--- src/rtl/core/tcpq_pkg.sv ---
// ----------------------------------------------------------------------------
// tcpq_pkg
// Types and codes shared by the three-class priority queue unit.
// ----------------------------------------------------------------------------
package tcpq_pkg;

  localparam int NUM_CLASSES = 3;
  localparam int CLASS_W     = 2;
  localparam int VALUE_W     = 32;
  localparam int STATUS_W    = 2;

  // command codes
  localparam logic CMD_ENQ = 1'b0;
  localparam logic CMD_DEQ = 1'b1;

  // result status codes
  localparam logic [STATUS_W-1:0] STAT_ENQUEUED = 2'd0;
  localparam logic [STATUS_W-1:0] STAT_FULL     = 2'd1;
  localparam logic [STATUS_W-1:0] STAT_DEQUEUED = 2'd2;
  localparam logic [STATUS_W-1:0] STAT_EMPTY    = 2'd3;

  typedef enum logic [1:0] {
    ST_IDLE,
    ST_EXEC,
    ST_READ
  } state_t;

  // controller to datapath
  typedef struct packed {
    logic load_in;
    logic exec;
    logic load_rd;
  } ctl_cmd_t;

  // datapath to controller
  typedef struct packed {
    logic pop_hit;
    logic out_free;
  } dp_stat_t;

endpackage

--- src/rtl/core/tcpq_if.sv ---
// ----------------------------------------------------------------------------
// tcpq_in_if / tcpq_out_if
// Valid/ready channels carrying request and response words.
// ----------------------------------------------------------------------------
interface tcpq_in_if import tcpq_pkg::*; ();
  logic                      valid;
  logic                      ready;
  logic                      command;
  logic [CLASS_W-1:0]        class_sel;
  logic signed [VALUE_W-1:0] value;

  modport source (output valid, command, class_sel, value, input ready);
  modport sink   (input valid, command, class_sel, value, output ready);
endinterface

interface tcpq_out_if import tcpq_pkg::*; ();
  logic                      valid;
  logic                      ready;
  logic [STATUS_W-1:0]       status;
  logic [CLASS_W-1:0]        class_out;
  logic signed [VALUE_W-1:0] value_out;

  modport source (output valid, status, class_out, value_out, input ready);
  modport sink   (input valid, status, class_out, value_out, output ready);
endinterface

--- src/rtl/core/tcpq_ctrl.sv ---
// ----------------------------------------------------------------------------
// tcpq_ctrl
// Sequencer: take a word, execute it, wait on the entry read for a dequeue.
// ----------------------------------------------------------------------------
module tcpq_ctrl import tcpq_pkg::*; (
  input  logic     clk,
  input  logic     rst,
  input  logic     in_valid,
  output logic     in_ready,
  input  dp_stat_t stat,
  output ctl_cmd_t cmd
);

  state_t state;
  state_t state_next;

  always_ff @(posedge clk) begin
    if (rst) begin
      state <= ST_IDLE;
    end else begin
      state <= state_next;
    end
  end

  always_comb begin
    state_next = state;
    unique case (state)
      ST_IDLE: begin
        if (in_valid) state_next = ST_EXEC;
      end
      ST_EXEC: begin
        if (stat.out_free) state_next = stat.pop_hit ? ST_READ : ST_IDLE;
      end
      ST_READ: begin
        state_next = ST_IDLE;
      end
      default: begin
        state_next = ST_IDLE;
      end
    endcase
  end

  always_comb begin
    in_ready    = (state == ST_IDLE);
    cmd.load_in = (state == ST_IDLE) && in_valid;
    cmd.exec    = (state == ST_EXEC) && stat.out_free;
    cmd.load_rd = (state == ST_READ);
  end

endmodule

--- src/rtl/core/tcpq_datapath.sv ---
// ----------------------------------------------------------------------------
// tcpq_datapath
// Queue pointers, entry memory and the result register.
// ----------------------------------------------------------------------------
module tcpq_datapath import tcpq_pkg::*; #(
  parameter int QUEUE_DEPTH = 16
) (
  input  logic                      clk,
  input  logic                      rst,
  input  ctl_cmd_t                  cmd,
  output dp_stat_t                  stat,
  input  logic                      command,
  input  logic [CLASS_W-1:0]        class_sel,
  input  logic signed [VALUE_W-1:0] value,
  output logic                      out_valid,
  input  logic                      out_ready,
  output logic [STATUS_W-1:0]       status,
  output logic [CLASS_W-1:0]        class_out,
  output logic signed [VALUE_W-1:0] value_out
);

  localparam int PW = $clog2(QUEUE_DEPTH);
  localparam logic [PW-1:0] LAST_SLOT = PW'(QUEUE_DEPTH - 1);

  // latched request word
  logic                      cmd_r;
  logic [CLASS_W-1:0]        cls_r;
  logic signed [VALUE_W-1:0] val_r;

  logic [PW-1:0] head [NUM_CLASSES];
  logic [PW-1:0] tail [NUM_CLASSES];
  logic [NUM_CLASSES-1:0] occ;

  logic signed [VALUE_W-1:0] mem [NUM_CLASSES][QUEUE_DEPTH];
  logic signed [VALUE_W-1:0] rd_data;
  logic [CLASS_W-1:0]        pop_cls_r;

  logic                 pop_hit;
  logic [CLASS_W-1:0]   pop_cls;
  logic                 enq_known;
  logic                 enq_occ;
  logic [PW-1:0]        enq_tail;
  logic                 enq_ok;
  logic [PW-1:0]        enq_slot;
  logic                 out_free;

  always_ff @(posedge clk) begin
    if (cmd.load_in) begin
      cmd_r <= command;
      cls_r <= class_sel;
      val_r <= value;
    end
  end

  // lowest class number that holds something wins
  always_comb begin
    priority if (occ[0]) pop_cls = CLASS_W'(0);
    else if (occ[1])     pop_cls = CLASS_W'(1);
    else                 pop_cls = CLASS_W'(2);
  end

  always_comb begin
    enq_known = 1'b0;
    enq_occ   = 1'b0;
    enq_tail  = '0;
    for (int c = 0; c < NUM_CLASSES; c++) begin
      if (cls_r == CLASS_W'(c)) begin
        enq_known = 1'b1;
        enq_occ   = occ[c];
        enq_tail  = tail[c];
      end
    end
    pop_hit  = (cmd_r == CMD_DEQ) && (|occ);
    enq_ok   = (cmd_r == CMD_ENQ) && enq_known && !(enq_occ && (enq_tail == LAST_SLOT));
    enq_slot = enq_occ ? enq_tail + PW'(1) : '0;
    out_free = !out_valid || out_ready;
  end

  assign stat.pop_hit  = pop_hit;
  assign stat.out_free = out_free;

  // pointer update
  always_ff @(posedge clk) begin
    if (rst) begin
      occ <= '0;
      for (int c = 0; c < NUM_CLASSES; c++) begin
        head[c] <= '0;
        tail[c] <= '0;
      end
    end else if (cmd.exec) begin
      for (int c = 0; c < NUM_CLASSES; c++) begin
        if (enq_ok && cls_r == CLASS_W'(c)) begin
          occ[c]  <= 1'b1;
          tail[c] <= enq_slot;
          if (!occ[c]) head[c] <= '0;
        end
        if (pop_hit && pop_cls == CLASS_W'(c)) begin
          if (head[c] == tail[c]) begin
            occ[c]  <= 1'b0;
            head[c] <= '0;
            tail[c] <= '0;
          end else begin
            head[c] <= head[c] + PW'(1);
          end
        end
      end
    end
  end

  // entry memory: one write or one registered read per cycle
  always_ff @(posedge clk) begin
    if (cmd.exec && enq_ok) begin
      mem[cls_r][enq_slot] <= val_r;
    end
    if (cmd.exec && pop_hit) begin
      rd_data   <= mem[pop_cls][head[pop_cls]];
      pop_cls_r <= pop_cls;
    end
  end

  // result register
  always_ff @(posedge clk) begin
    if (rst) begin
      out_valid <= 1'b0;
    end else if (cmd.load_rd || (cmd.exec && !pop_hit)) begin
      out_valid <= 1'b1;
    end else if (out_ready) begin
      out_valid <= 1'b0;
    end
  end

  always_ff @(posedge clk) begin
    priority if (cmd.load_rd) begin
      status    <= STAT_DEQUEUED;
      class_out <= pop_cls_r;
      value_out <= rd_data;
    end else if (cmd.exec && !pop_hit) begin
      value_out <= '0;
      priority if (cmd_r == CMD_DEQ) begin
        status    <= STAT_EMPTY;
        class_out <= '0;
      end else if (enq_ok) begin
        status    <= STAT_ENQUEUED;
        class_out <= cls_r;
      end else begin
        status    <= STAT_FULL;
        class_out <= cls_r;
      end
    end
  end

endmodule

--- src/rtl/core/three_class_priority_queue_unit.sv ---
// ----------------------------------------------------------------------------
// three_class_priority_queue_unit
// Three linear queues of signed words served in strict priority order.
// ----------------------------------------------------------------------------
//  channel | dir | fields                              | word
//  --------+-----+-------------------------------------+---------------------
//  req     | in  | command, class_sel, value           | one operation
//  rsp     | out | status, class_out, value_out        | one result per req
//
//  Steps: an enqueue, a refusal or an all-empty dequeue is latched on
//  acceptance and then executed into the result register; a dequeue that
//  finds a value first goes through the registered read of the entry memory.
//  Reset clears the occupancy flags and pointers; the entry memory is not
//  cleared, so no word is held back after reset.
//  A result waiting on rsp does not block acceptance of the next req word;
//  execution of that word holds until the result register is free.
// ----------------------------------------------------------------------------
module three_class_priority_queue_unit import tcpq_pkg::*; #(
  parameter int QUEUE_DEPTH = 16
) (
  input logic       clk,
  input logic       rst,
  tcpq_in_if.sink   req,
  tcpq_out_if.source rsp
);

  ctl_cmd_t cmd;
  dp_stat_t stat;
  logic     in_ready;

  // sequencer: owns the request handshake
  tcpq_ctrl u_ctrl (
    .clk      (clk),
    .rst      (rst),
    .in_valid (req.valid),
    .in_ready (in_ready),
    .stat     (stat),
    .cmd      (cmd)
  );

  assign req.ready = in_ready;

  // datapath: pointers, entries and the result register driving rsp
  tcpq_datapath #(
    .QUEUE_DEPTH (QUEUE_DEPTH)
  ) u_dp (
    .clk       (clk),
    .rst       (rst),
    .cmd       (cmd),
    .stat      (stat),
    .command   (req.command),
    .class_sel (req.class_sel),
    .value     (req.value),
    .out_valid (rsp.valid),
    .out_ready (rsp.ready),
    .status    (rsp.status),
    .class_out (rsp.class_out),
    .value_out (rsp.value_out)
  );

endmodule

--- src/flat_wrapper.sv ---
// flat-port wrapper written by rule: the top's interface ports become plain ports
module three_class_priority_queue_unit_flat import tcpq_pkg::*;
#(
  parameter int QUEUE_DEPTH = 16
)
  (clk, rst, req_valid, req_command, req_class_sel, req_value, req_ready, rsp_valid, rsp_status, rsp_class_out, rsp_value_out, rsp_ready);
  tcpq_in_if req_i ();
  tcpq_out_if rsp_i ();
  input logic clk;
  input logic rst;
  input wire logic [$bits(req_i.valid)-1:0] req_valid;
  input wire logic [$bits(req_i.command)-1:0] req_command;
  input wire logic [$bits(req_i.class_sel)-1:0] req_class_sel;
  input wire logic [$bits(req_i.value)-1:0] req_value;
  output wire logic [$bits(req_i.ready)-1:0] req_ready;
  output wire logic [$bits(rsp_i.valid)-1:0] rsp_valid;
  output wire logic [$bits(rsp_i.status)-1:0] rsp_status;
  output wire logic [$bits(rsp_i.class_out)-1:0] rsp_class_out;
  output wire logic [$bits(rsp_i.value_out)-1:0] rsp_value_out;
  input wire logic [$bits(rsp_i.ready)-1:0] rsp_ready;
  assign req_i.valid = req_valid;
  assign req_i.command = req_command;
  assign req_i.class_sel = req_class_sel;
  assign req_i.value = req_value;
  assign req_ready = req_i.ready;
  assign rsp_valid = rsp_i.valid;
  assign rsp_status = rsp_i.status;
  assign rsp_class_out = rsp_i.class_out;
  assign rsp_value_out = rsp_i.value_out;
  assign rsp_i.ready = rsp_ready;
  three_class_priority_queue_unit #(.QUEUE_DEPTH(QUEUE_DEPTH)) u_core (.clk(clk), .rst(rst), .req(req_i), .rsp(rsp_i));
endmodule
--- config.mk ---
export PLATFORM = sky130hd
export DESIGN_NAME = three_class_priority_queue_unit_flat
export DESIGN_NICKNAME = d
export VERILOG_FILES = /design/src/rtl/core/tcpq_pkg.sv /design/src/rtl/core/tcpq_if.sv /design/src/rtl/core/tcpq_ctrl.sv /design/src/rtl/core/tcpq_datapath.sv /design/src/rtl/core/three_class_priority_queue_unit.sv /design/src/flat_wrapper.sv
export SDC_FILE = /design/constraint.sdc
export NUM_CORES = 2
export LEC_CHECK = 0
export BUFFER_PORTS_ARGS = -buffer_cell sky130_fd_sc_hd__buf_4
export CORE_MARGIN = 2
export CORE_UTILIZATION = 63
export CTS_CLUSTER_DIAMETER = 200
export DETAILED_ROUTE_END_ITERATION = 8
export PLACE_DENSITY = 0.8
export REMOVE_ABC_BUFFERS = 1
export SLEW_MARGIN = 20
export SYNTH_ARGS = -nofsm -noshare
export SYNTH_HDL_FRONTEND = slang
export SYNTH_HIERARCHICAL = 1
export SYNTH_SLANG_ARGS = --single-unit
--- constraint.sdc ---
create_clock -name clk -period 6.1 [get_ports clk]
set_input_delay 1.22 -clock clk [delete_from_list [all_inputs] [get_ports clk]]
set_output_delay 1.22 -clock clk [all_outputs]
set_load 0.005 [all_outputs]
==> results by group <==
Synth
  – Seq cells post-synth: 1,671
  – Part of the Yosys area used for sequential elements: 76.6%
  – Area share of the largest cell type after synthesis: 76.2%
  – Asr flop ratio synth: 0%
  – Post-Syn Area: 65,400 um2
  – Netlist cell types: 58
  – Most frequently used flop master after synthesis: edfxtp_1
  – Ranking of synthesized cells by area: edfxtp_1 76%, mux2i_1 7.5%, o211ai_1 1.6%
  – Mapped Avg Cell Area: 16.5 um2
  – Mapped Cells: 3,965
  – Top cells by count, synth: 1,659 x edfxtp_1, 493 x mux2i_1, 243 x nand2_1
  – Post-synthesis cell type with the largest combined area: edfxtp_1
  – Syn. warnings: 6
  – Count leader, synth: edfxtp_1
  – Post-synth EDFFs: 1,659

Drt
  – Number of vias per cell: 6.70
  – DR WL/cell: 29.2 um
  – Drt pass-1 iters: 8
  – Routed Antenna Nets: 0
  – DRT iter0 DRCs: 5,245
  – # DRC: 0
  – Routed vias: 37,400
  – WL final: 163,000 um

Placement
  – DP Area: 68,100 um2
  – RD Place Congestion: 0.942
  – Post-Place Setup Slack: 1.18 ns
  – DP HPWL: 90,700 um
  – Count of input and output buffers: 76

Worst setup path
  – Worst Path Class, Setup: reg -> reg
  – Crit path max fanout: 17
  – Critical Path Source Type: flop
  – Worst EP required: 6.51 ns
  – Crit path DAT: 4.98 ns
  – Crit end category: flop

Clock tree
  – CTS Hold Buffers Added: 0
  – Total CTS buffers: 159
  – Clock sink count: 1,671
  – Clock root buffer: clkbuf_16
  – H-tree levels: 4
  – Post-CTS setup buffers: 0
  – Clock transition at path regs: 0.06 ns
  – Skew-Pair Late Insertion Delay: 0.76 ns
  – CTS tree: built
  – Clock Tree Buf Depth: 3
  – CTS resizes: 0

Timing
  – Final setup fails: 0
  – Setup tns final: 0 ns
  – Worst-Margin Slew: 1.30 ns
  – Max-Slew Margin vs Limit: 12.8%
  – Final Hold Violating Endpoints: 0
  – Max Freq: 0.219 GHz
  – Unrepaired setup endpoints after global routing: false
  – Period utilization: 74.9%
  – Minimum clock period: 4.57 ns
  – Clk_skew: 0.0300 ns
  – Final worst setup slack: 1.53 ns
  – Pins Over Slew Limit: 0

GRT
  – GR Util met3: 7.27%
  – Pin count of the biggest net entering global routing: 119
  – Routing usage on met1: 40.8%
  – Initial antenna violation count: 4
  – Overall Global Routing Usage: 30.7%
  – Grt peak-use layer: met2
  – Vias in the first global route: 37,000
  – Overflow after GRT: 0
  – First-pass GRT wire length: 238,000 um
  – Met2 Use GR: 48.6%

Pwr
  – Worst vdd ir: 306 uV
  – Pwr dens: 317 nW/um2
  – LEAKAGE: 0.0225 uW

Hold path
  – Hold WC Path Type: reg -> reg

Cells and area
  – Post-route cell area: 73,100 um2
  – Post-layout nets: 4,117
  – Synthesis-to-finish area growth: 11.8%
  – Ratio of cells with drive above 1 in the final layout: 13.2%

Die
  – Chip height: 326 um
  – Number of top-level pins: 77
  – Core area: 103,000 um2
  – Die Wd: 326 um
  – Die area: 106,000 um2
  – Initial core utilization: 63.4%
  – FP Rows: 118

Outcome
  – Outcome: completed

Flow run
  – Max_cap viols: 0
[registers in the layout (all words and copies together) (netlist names)]
signal                 flops
u_core/u_ctrl/state        2
u_core/u_dp/class_out      2
u_core/u_dp/cls_r          2
u_core/u_dp/cmd_r          1
u_core/u_dp/head          12
u_core/u_dp/mem         1536
u_core/u_dp/occ            3
u_core/u_dp/out_valid      1
u_core/u_dp/pop_cls_r      2
u_core/u_dp/rd_data       32
u_core/u_dp/status         2
u_core/u_dp/tail          12
u_core/u_dp/val_r         32
u_core/u_dp/value_out     32
[power by group]
group / switching (uW) / total [uW] / internal, uW
Clock: 4100 / 9390 / 5290
Sequential: 40.6 / 12800 / 12700
Combinational: 765 / 1060 / 296
[path summary, 6_finish.rpt]
kind	start	to	slack, ns	depth (start not counted)
setup / recovery	u_core/u_dp/cls_r[1]$_DFFE_PP_	u_core/u_dp/mem[0][108]$_DFFE_PP_	1.53	8
hold / removal	u_core/u_ctrl/state[1]$_SDFFE_PP0P_	u_core/u_ctrl/state[0]$_SDFFE_PP0P_	0.50	1
setup reg to reg	u_core/u_dp/cls_r[1]$_DFFE_PP_	u_core/u_dp/mem[0][108]$_DFFE_PP_	1.53	8
hold reg to reg	u_core/u_ctrl/state[1]$_SDFFE_PP0P_	u_core/u_ctrl/state[0]$_SDFFE_PP0P_	0.50	1
[placed cells by master, fill, tap and decap left out, types with 8 or more instances in the layout]
cell type and instances:
a211oi_1 69, a21oi_1 129, a221oi_1 31, a22o_1 64, and2_1 34, buf_4 213
bufinv_16 10, clkbuf_1 38, clkbuf_16 161, clkinv_1 33, clkinv_2 21, dfxtp_1 10
edfxtp_1 1659, inv_6 8, mux2_2 34, mux2i_1 490, nand2_1 243, nand2b_1 9
nand3_1 47, nand3b_1 14, nor2_1 100, nor2_4 17, nor2b_1 38, nor3_1 39
nor3_2 32, nor4_1 53, nor4_2 10, o211ai_1 141, o21a_1 31, o21ai_0 167
o221ai_1 51, o22ai_1 31, o31ai_1 32, o41ai_1 31, xnor2_1 14, xor2_1 8
[critical path, stage by stage, from the launching register on]
cell,delay [ns]
edfxtp_1,0.64
nor2b_1,0.64
o2bb2ai_1,0.34
ha_1,0.34
or3b_2,0.47
o22a_1,0.38
nand3b_1,0.46
nor2_4,0.52
buf_4,0.41
[final cells by class]
| cell class | instances | area [um2] |
|---|---|---|
| flip-flops and latches | 1671 | 50100 |
| fillers | 6093 | 30100 |
| multi-input cells | 2014 | 14600 |
| clock buffers | 200 | 4190 |
| repair buffers | 220 | 1750 |
| well taps | 1380 | 1730 |
| clock inverters | 80 | 721 |
| inverters | 8 | 32.5 |
| diodes | 3 | 7.51 |
[cell families after synthesis]
group	after synthesis	share of synthesized area, %
XOR/XNOR	22	0.295
multiplexers	531	8.23
AO/OA/AOI/OAI	796	8.32
flip-flops	1671	76.6
AND/OR/NAND/NOR	661	4.77
adder cells (fa/ha/maj)	4	0.0765
buffers and inverters	280	1.76
[metrics by stage]
| stage | util [%] | cells | total power, uW | hold slack (ns) |
|---|---|---|---|---|
| floorplan | - | 3693 | 13600 | 0.457 |
| global placement | 66.0 | 5292 | 14000 | 0.488 |
| detailed placement | 66.0 | 5293 | 14000 | 0.486 |
| CTS | 70.8 | 5573 | 23200 | 0.497 |
| global route | 70.8 | 5573 | 23700 | 0.509 |
| finish | 70.9 | 5576 | 23200 | 0.496 |
[per-layer routing]
metal	part of all wire (%)	up-vias
met3	12	406
li1	-	15900
met4	4.8	0
met2	47	2320
met5	0	-
met1	36	18700
Power figures use the tool's default switching activity.
